File: src/rtl/core/frg_pkg.sv
`timescale 1ns / 1ps
// ----------------------------------------------------------------------------
// frg_pkg: shared definitions for the fraction reduction block
// widths and payload types used by the channel interfaces and the core
// ----------------------------------------------------------------------------
package frg_pkg;

  localparam int WIDTH = 32;
  localparam int CNT_W = $clog2(WIDTH);

  typedef logic signed [WIDTH-1:0] sword_t;
  typedef logic [WIDTH-1:0] word_t;
  typedef logic [CNT_W-1:0] cnt_t;

endpackage

File: src/rtl/core/frg_if.sv
`timescale 1ns / 1ps
// ----------------------------------------------------------------------------
// frg_if: valid/ready channels of the fraction reduction block
// frg_in_if carries the fraction in, frg_out_if the reduced fraction out
// ----------------------------------------------------------------------------
interface frg_in_if import frg_pkg::*; ();
  logic   valid;
  logic   ready;
  sword_t numerator;
  sword_t denominator;

  modport source (output valid, output numerator, output denominator, input ready);
  modport sink (input valid, input numerator, input denominator, output ready);
endinterface

interface frg_out_if import frg_pkg::*; ();
  logic   valid;
  logic   ready;
  sword_t reduced_numerator;
  sword_t reduced_denominator;
  logic   zero_denominator;

  modport source (
    output valid, output reduced_numerator, output reduced_denominator,
    output zero_denominator, input ready
  );
  modport sink (
    input valid, input reduced_numerator, input reduced_denominator,
    input zero_denominator, output ready
  );
endinterface

File: src/rtl/core/fraction_reduce_gcd.sv
`timescale 1ns / 1ps
// ----------------------------------------------------------------------------
// fraction_reduce_gcd: reduces a signed fraction to lowest terms
// binary gcd and two restoring divisions on one shared subtractor
// ----------------------------------------------------------------------------
// One fraction is worked on at a time; in_ch.ready is high only while the
// sequencer is idle, and a finished result sits in the output register so the
// next fraction can be taken while it waits. A zero numerator gives 0/1 and a
// zero denominator passes the fraction through with zero_denominator set.
// Otherwise the work runs on the one WIDTH+1 bit subtractor: a data-dependent
// binary gcd phase (common twos removed, then one shift, swap or subtract per
// cycle) followed by the two divisions.
// Apart from a zero denominator, the result denominator is a magnitude and
// the sign sits on the numerator.
module fraction_reduce_gcd import frg_pkg::*; (
  input logic clk,
  input logic rst_n,
  frg_in_if.sink in_ch,
  frg_out_if.source out_ch
);

  typedef enum logic [6:0] {
    S_IDLE = 7'b0000001,
    S_TWOS = 7'b0000010,
    S_AODD = 7'b0000100,
    S_LOOP = 7'b0001000,
    S_DIVN = 7'b0010000,
    S_DIVD = 7'b0100000,
    S_DONE = 7'b1000000
  } state_t;

  state_t state_r, state_nxt;
  word_t  a_r, a_nxt;
  word_t  b_r, b_nxt;
  word_t  n_r, n_nxt;
  word_t  d_r, d_nxt;
  word_t  q_r, q_nxt;
  word_t  rem_r, rem_nxt;
  cnt_t   cnt_r, cnt_nxt;
  logic   neg_r, neg_nxt;
  logic   zflag_r, zflag_nxt;

  logic   ovalid_r, ovalid_nxt;
  sword_t onum_r, onum_nxt;
  sword_t oden_r, oden_nxt;
  logic   ozero_r, ozero_nxt;

  word_t             num_mag, den_mag;
  logic [WIDTH:0]    sub_x, diff;
  logic              borrow;
  word_t             q_step, rem_step;

  // shared subtractor
  assign sub_x  = (state_r == S_LOOP) ? {1'b0, b_r} : {rem_r, q_r[WIDTH-1]};
  assign diff   = sub_x - {1'b0, a_r};
  assign borrow = diff[WIDTH];

  // restoring division step
  assign q_step   = {q_r[WIDTH-2:0], ~borrow};
  assign rem_step = borrow ? sub_x[WIDTH-1:0] : diff[WIDTH-1:0];

  assign num_mag = in_ch.numerator[WIDTH-1] ? word_t'(-in_ch.numerator)
                                            : word_t'(in_ch.numerator);
  assign den_mag = in_ch.denominator[WIDTH-1] ? word_t'(-in_ch.denominator)
                                              : word_t'(in_ch.denominator);

  assign in_ch.ready                = (state_r == S_IDLE);
  assign out_ch.valid               = ovalid_r;
  assign out_ch.reduced_numerator   = onum_r;
  assign out_ch.reduced_denominator = oden_r;
  assign out_ch.zero_denominator    = ozero_r;

  always_comb begin
    state_nxt  = state_r;
    a_nxt      = a_r;
    b_nxt      = b_r;
    n_nxt      = n_r;
    d_nxt      = d_r;
    q_nxt      = q_r;
    rem_nxt    = rem_r;
    cnt_nxt    = cnt_r;
    neg_nxt    = neg_r;
    zflag_nxt  = zflag_r;
    ovalid_nxt = ovalid_r;
    onum_nxt   = onum_r;
    oden_nxt   = oden_r;
    ozero_nxt  = ozero_r;

    if (ovalid_r && out_ch.ready) begin
      ovalid_nxt = 1'b0;
    end

    case (state_r)
      S_IDLE: begin
        if (in_ch.valid) begin
          if (in_ch.numerator == '0) begin
            n_nxt     = '0;
            d_nxt     = word_t'(1);
            neg_nxt   = 1'b0;
            zflag_nxt = 1'b0;
            state_nxt = S_DONE;
          end else if (in_ch.denominator == '0) begin
            n_nxt     = word_t'(in_ch.numerator);
            d_nxt     = '0;
            neg_nxt   = 1'b0;
            zflag_nxt = 1'b1;
            state_nxt = S_DONE;
          end else begin
            n_nxt     = num_mag;
            d_nxt     = den_mag;
            a_nxt     = num_mag;
            b_nxt     = den_mag;
            neg_nxt   = in_ch.numerator[WIDTH-1] ^ in_ch.denominator[WIDTH-1];
            zflag_nxt = 1'b0;
            state_nxt = S_TWOS;
          end
        end
      end
      S_TWOS: begin
        // common factors of two divide everything
        if (a_r[0] || b_r[0]) begin
          state_nxt = S_AODD;
        end else begin
          a_nxt = a_r >> 1;
          b_nxt = b_r >> 1;
          n_nxt = n_r >> 1;
          d_nxt = d_r >> 1;
        end
      end
      S_AODD: begin
        if (a_r[0]) begin
          state_nxt = S_LOOP;
        end else begin
          a_nxt = a_r >> 1;
        end
      end
      S_LOOP: begin
        if (b_r == '0) begin
          q_nxt     = n_r;
          rem_nxt   = '0;
          cnt_nxt   = '0;
          state_nxt = S_DIVN;
        end else if (!b_r[0]) begin
          b_nxt = b_r >> 1;
        end else if (borrow) begin
          a_nxt = b_r;
          b_nxt = a_r;
        end else begin
          b_nxt = diff[WIDTH-1:0];
        end
      end
      S_DIVN: begin
        q_nxt   = q_step;
        rem_nxt = rem_step;
        cnt_nxt = cnt_r + cnt_t'(1);
        if (cnt_r == cnt_t'(WIDTH - 1)) begin
          n_nxt     = q_step;
          q_nxt     = d_r;
          rem_nxt   = '0;
          cnt_nxt   = '0;
          state_nxt = S_DIVD;
        end
      end
      S_DIVD: begin
        q_nxt   = q_step;
        rem_nxt = rem_step;
        cnt_nxt = cnt_r + cnt_t'(1);
        if (cnt_r == cnt_t'(WIDTH - 1)) begin
          d_nxt     = q_step;
          state_nxt = S_DONE;
        end
      end
      S_DONE: begin
        if (!ovalid_r || out_ch.ready) begin
          ovalid_nxt = 1'b1;
          onum_nxt   = neg_r ? sword_t'(-n_r) : sword_t'(n_r);
          oden_nxt   = sword_t'(d_r);
          ozero_nxt  = zflag_r;
          state_nxt  = S_IDLE;
        end
      end
      default: begin
        state_nxt = S_IDLE;
      end
    endcase
  end

  always_ff @(posedge clk) begin
    if (!rst_n) begin
      state_r  <= S_IDLE;
      ovalid_r <= 1'b0;
    end else begin
      state_r  <= state_nxt;
      ovalid_r <= ovalid_nxt;
    end
  end

  always_ff @(posedge clk) begin
    a_r     <= a_nxt;
    b_r     <= b_nxt;
    n_r     <= n_nxt;
    d_r     <= d_nxt;
    q_r     <= q_nxt;
    rem_r   <= rem_nxt;
    cnt_r   <= cnt_nxt;
    neg_r   <= neg_nxt;
    zflag_r <= zflag_nxt;
    onum_r  <= onum_nxt;
    oden_r  <= oden_nxt;
    ozero_r <= ozero_nxt;
  end

endmodule
File: src/flat_wrapper.sv
// flat-port wrapper written by rule: the top's interface ports become plain ports
module fraction_reduce_gcd_flat import frg_pkg::*;
  (clk, rst_n, in_ch_valid, in_ch_numerator, in_ch_denominator, in_ch_ready, out_ch_valid, out_ch_reduced_numerator, out_ch_reduced_denominator, out_ch_zero_denominator, out_ch_ready);
  frg_in_if in_ch_i ();
  frg_out_if out_ch_i ();
  input logic clk;
  input logic rst_n;
  input wire logic [$bits(in_ch_i.valid)-1:0] in_ch_valid;
  input wire logic [$bits(in_ch_i.numerator)-1:0] in_ch_numerator;
  input wire logic [$bits(in_ch_i.denominator)-1:0] in_ch_denominator;
  output wire logic [$bits(in_ch_i.ready)-1:0] in_ch_ready;
  output wire logic [$bits(out_ch_i.valid)-1:0] out_ch_valid;
  output wire logic [$bits(out_ch_i.reduced_numerator)-1:0] out_ch_reduced_numerator;
  output wire logic [$bits(out_ch_i.reduced_denominator)-1:0] out_ch_reduced_denominator;
  output wire logic [$bits(out_ch_i.zero_denominator)-1:0] out_ch_zero_denominator;
  input wire logic [$bits(out_ch_i.ready)-1:0] out_ch_ready;
  assign in_ch_i.valid = in_ch_valid;
  assign in_ch_i.numerator = in_ch_numerator;
  assign in_ch_i.denominator = in_ch_denominator;
  assign in_ch_ready = in_ch_i.ready;
  assign out_ch_valid = out_ch_i.valid;
  assign out_ch_reduced_numerator = out_ch_i.reduced_numerator;
  assign out_ch_reduced_denominator = out_ch_i.reduced_denominator;
  assign out_ch_zero_denominator = out_ch_i.zero_denominator;
  assign out_ch_i.ready = out_ch_ready;
  fraction_reduce_gcd u_core (.clk(clk), .rst_n(rst_n), .in_ch(in_ch_i), .out_ch(out_ch_i));
endmodule
File: config.mk
export PLATFORM = sky130hd
export DESIGN_NAME = fraction_reduce_gcd_flat
export DESIGN_NICKNAME = d
export VERILOG_FILES = /design/src/rtl/core/frg_pkg.sv /design/src/rtl/core/frg_if.sv /design/src/rtl/core/fraction_reduce_gcd.sv /design/src/flat_wrapper.sv
export SDC_FILE = /design/constraint.sdc
export NUM_CORES = 1
export LEC_CHECK = 0
export BUFFER_PORTS_ARGS = -buffer_cell sky130_fd_sc_hd__clkbuf_2
export CORE_ASPECT_RATIO = 2
export CORE_MARGIN = 3
export CORE_UTILIZATION = 42
export DETAILED_ROUTE_END_ITERATION = 6
export GPL_ROUTABILITY_DRIVEN = 1
export HOLD_SLACK_MARGIN = 0.08
export PLACE_DENSITY = 0.68
export SLEW_MARGIN = 15
export SYNTH_ARGS = -nofsm -noshare
export SYNTH_HDL_FRONTEND = slang
export SYNTH_SLANG_ARGS = --single-unit
File: constraint.sdc
create_clock -name clk -period 17.7 [get_ports clk]
set_input_delay 0.885 -clock clk [delete_from_list [all_inputs] [get_ports clk]]
set_output_delay 0.885 -clock clk [all_outputs]
set_load 0.01 [all_outputs]
==> results.json <==
{
  "status": "finished clean",
  "leakagePower_nw": 6.575,
  "clock.fmax_mhz": 162.0,
  "cts.reportedPaths.clkPinSlew_ps": 80,
  "syn_to_final_growth_pct": 12.59,
  "finalSetupTns_ps": 0,
  "min_delay_path_depth": 0,
  "area.sequential_mm2": 0.008088,
  "wl_met2_um": 27870,
  "finalHoldViolCount": 0,
  "grt_pass1_wl_um": 78780,
  "cpMaxStageDelayCell": "mux2i_1",
  "fin_skew_ps": 19.82,
  "max_cap_viol_count": 0,
  "layout_commonest_cell": "edfxtp_1",
  "syn_nets": 1760,
  "routed_wl_um": 51770,
  "clk_latency_ps": 550,
  "first_global_vias": 13708,
  "whs_endpoint": "u_core.out_ch.reduced_denominator[24]",
  "rows": 101,
  "nets": 1855,
  "cp_cell_sequence": "nor3_1, nand4b_1, buf_4, nor2_1, buf_4, a21oi_1, ha_1, inv_1, fa_1, a211o_1, a211o_1, a21oi_1, a21oi_1, a31oi_1, mux2i_1, or2_1, buf_4, a21oi_1, o221ai_1",
  "core-area_mm2": 0.03804,
  "yosysSeqAreaShare": 0.4976,
  "dp_cells": 2238,
  "io_pins": 135,
  "routed_via_density": 5.995,
  "cts_sinks": 272,
  "crit_required_ps": 18050,
  "p_per_area_mw_per_mm2": 163.8,
  "numCtsBuffers": 24,
  "cts_setup_buffers": 0,
  "n_fill_cell": 3570,
  "fp.dieH_um": 284.2,
  "grt_overflow_total": 0,
  "timing.critical_path.from_type": "register",
  "r2r_cells": 19,
  "htree_levels": 1,
  "antenna_found_initial": 2,
  "setup_viol": 0,
  "start_util": 0.4273,
  "vias": 13687,
  "grt_setup_unrepaired": "no",
  "slowest_delay_ps": 520,
  "io_buffers": 134,
  "dieArea_mm2": 0.04124,
  "worst_hold_startpoint": "u_core.d_r[24]",
  "fin_crit_ps": 6171,
  "timing.rr.start": "u_core.state_r[0]",
  "ctsLongestPathBuffers": 3,
  "cts-root-buf": "clkbuf_16",
  "synth_flop_cell": "edfxtp_1",
  "drc": 0,
  "cpLargestDelayFamily": "compound AO/OA/AOI/OAI gates",
  "ys_ff_latch": 272,
  "arrival_ps": 6520,
  "async_reset_ff_frac": 0,
  "drive_gt1_frac": 0.1336,
  "vdd_drop_max_mv": 0.07474,
  "cts_resized": 0,
  "grt_max_degree": 70,
  "synth-edff-count": 264,
  "netlist_area_mm2": 0.01625,
  "wl_per_cell_um": 22.68,
  "crit_cells": 19,
  "worstSetupEndpointType": "register",
  "dr.pass1.iters": 5,
  "gr-usage-all-layers": 0.2401,
  "place_congestion": 0.9159,
  "worstMarginPinSlew_ps": 1122,
  "multi_input_area_mm2": 0.007686,
  "m1WireLength_um": 18690,
  "drtIter0Drc": 1279,
  "crit_top_cell": "a21oi_1",
  "final_antenna_net_count": 0,
  "path_buf_inv": 4,
  "dpl.hpwl_um": 39320,
  "synth_cell_types": 72,
  "drv_slew": 0,
  "stdcell_count": 2283,
  "slew_headroom": 0.2521,
  "final_cell_mix": "edfxtp_1, nand2_1, o21ai_0",
  "cts_tree": "built",
  "critPathMaxFanout": 44,
  "synth_cells": 1654,
  "syn_area_per_cell_um2": 9.827,
  "hold_buffers": 0,
  "r2r_slack_ps": 11530,
  "wl_met3_um": 2465,
  "hold_path_class": "reg -> reg",
  "critPathKind": "reg -> reg",
  "die_x_um": 145.1,
  "yosysWarnings": 0,
  "rr_endpoint": "u_core.b_r[1]",
  "top_layer": "met5",
  "min_period_over_period": 0.3486
}
-- power breakdown --
group	leakage (nW)	internal (mW)	switching, mW
registers	2.47	1.01	0.202
clock network	0.390	0.303	0.252
logic	3.72	0.421	0.806
-- kinds of logic (layout without fill, tap and decap cells) --
| family | after synthesis | count (layout) | synth area share |
|---|---|---|---|
| fa+ha+maj | 38 | 38 | 0.02971 |
| other cells | 0 | 1 | 0 |
| flops | 272 | 272 | 0.4976 |
| simple gates | 546 | 546 | 0.1563 |
| buf+inv | 147 | 260 | 0.03487 |
| xor+xnor | 140 | 140 | 0.07544 |
| compound gates | 506 | 506 | 0.2031 |
| mux | 5 | 5 | 0.003079 |
-- cell usage after synthesis (16+ instances only) --
| master | instances | share of area |
|---|---|---|
| a21oi_1 | 89 | 0.027 |
| a22oi_1 | 94 | 0.043 |
| clkbuf_1 | 67 | 0.015 |
| edfxtp_1 | 264 | 0.49 |
| ha_1 | 37 | 0.028 |
| inv_1 | 58 | 0.013 |
| nand2_1 | 255 | 0.059 |
| nand3_1 | 26 | 0.0080 |
| nor2_1 | 118 | 0.027 |
| nor3_1 | 28 | 0.0086 |
| nor4_1 | 16 | 0.0062 |
| o21ai_0 | 160 | 0.049 |
| o31ai_1 | 27 | 0.012 |
| or3_1 | 16 | 0.0062 |
| xnor2_1 | 78 | 0.042 |
| xor2_1 | 62 | 0.033 |
-- routing by layer --
layer,vias to the layer above,track usage
met2,554,0.4602
met4,2,0.1208
met1,6647,0.2614
met5,-,0
met3,124,0.02090
li1,6360,-
-- cell type report --
cell class	count	area share
diodes	1	0.0001367
clock buffers	25	0.03418
clock inverters	19	0.01019
inverters	58	0.01190
multi-input cells	1235	0.4200
flip-flops and latches	272	0.4419
well taps	515	0.03521
repair buffers	158	0.04649
-- registers in the layout, summed over array words and instances, names as in the netlist, 5 cells and up --
| signal | flops |
|---|---|
| u_core.b_r | 32 |
| u_core.state_r | 7 |
| u_core.q_r | 32 |
| u_core.rem_r | 32 |
| u_core.n_r | 32 |
| u_core.out_ch.reduced_numerator | 32 |
| u_core.cnt_r | 5 |
| u_core.d_r | 32 |
| u_core.a_r | 32 |
| u_core.out_ch.reduced_denominator | 32 |
-- worst max path at each step --
stage | startpoint | end | slack (ps)
after floorplan | u_core.state_r[0] | u_core.a_r[10] | 12080
after global placement | u_core.state_r[0] | u_core.b_r[0] | 11920
after detailed placement | u_core.state_r[0] | u_core.b_r[1] | 11760
after CTS | u_core.state_r[0] | u_core.b_r[1] | 11710
after global routing | u_core.state_r[0] | u_core.b_r[1] | 11310
final | u_core.state_r[0] | u_core.b_r[1] | 11530
-- per-stage QoR --
stage	hold WS (ps)	area [µm²]	power, mW	utilization	worst slack [ps]
after global routing	503.0	18300	3.162	0.4811	11310
after floorplan	400.3	16250	2.020	-	12080
after global placement	476.7	17490	2.414	0.4597	11920
after detailed placement	474.2	17490	2.434	0.4597	11760
after CTS	493.4	18300	2.985	0.4811	11710
final	491.6	18300	2.998	0.4811	11530
Note: power is estimated with default switching activity, not from simulation.
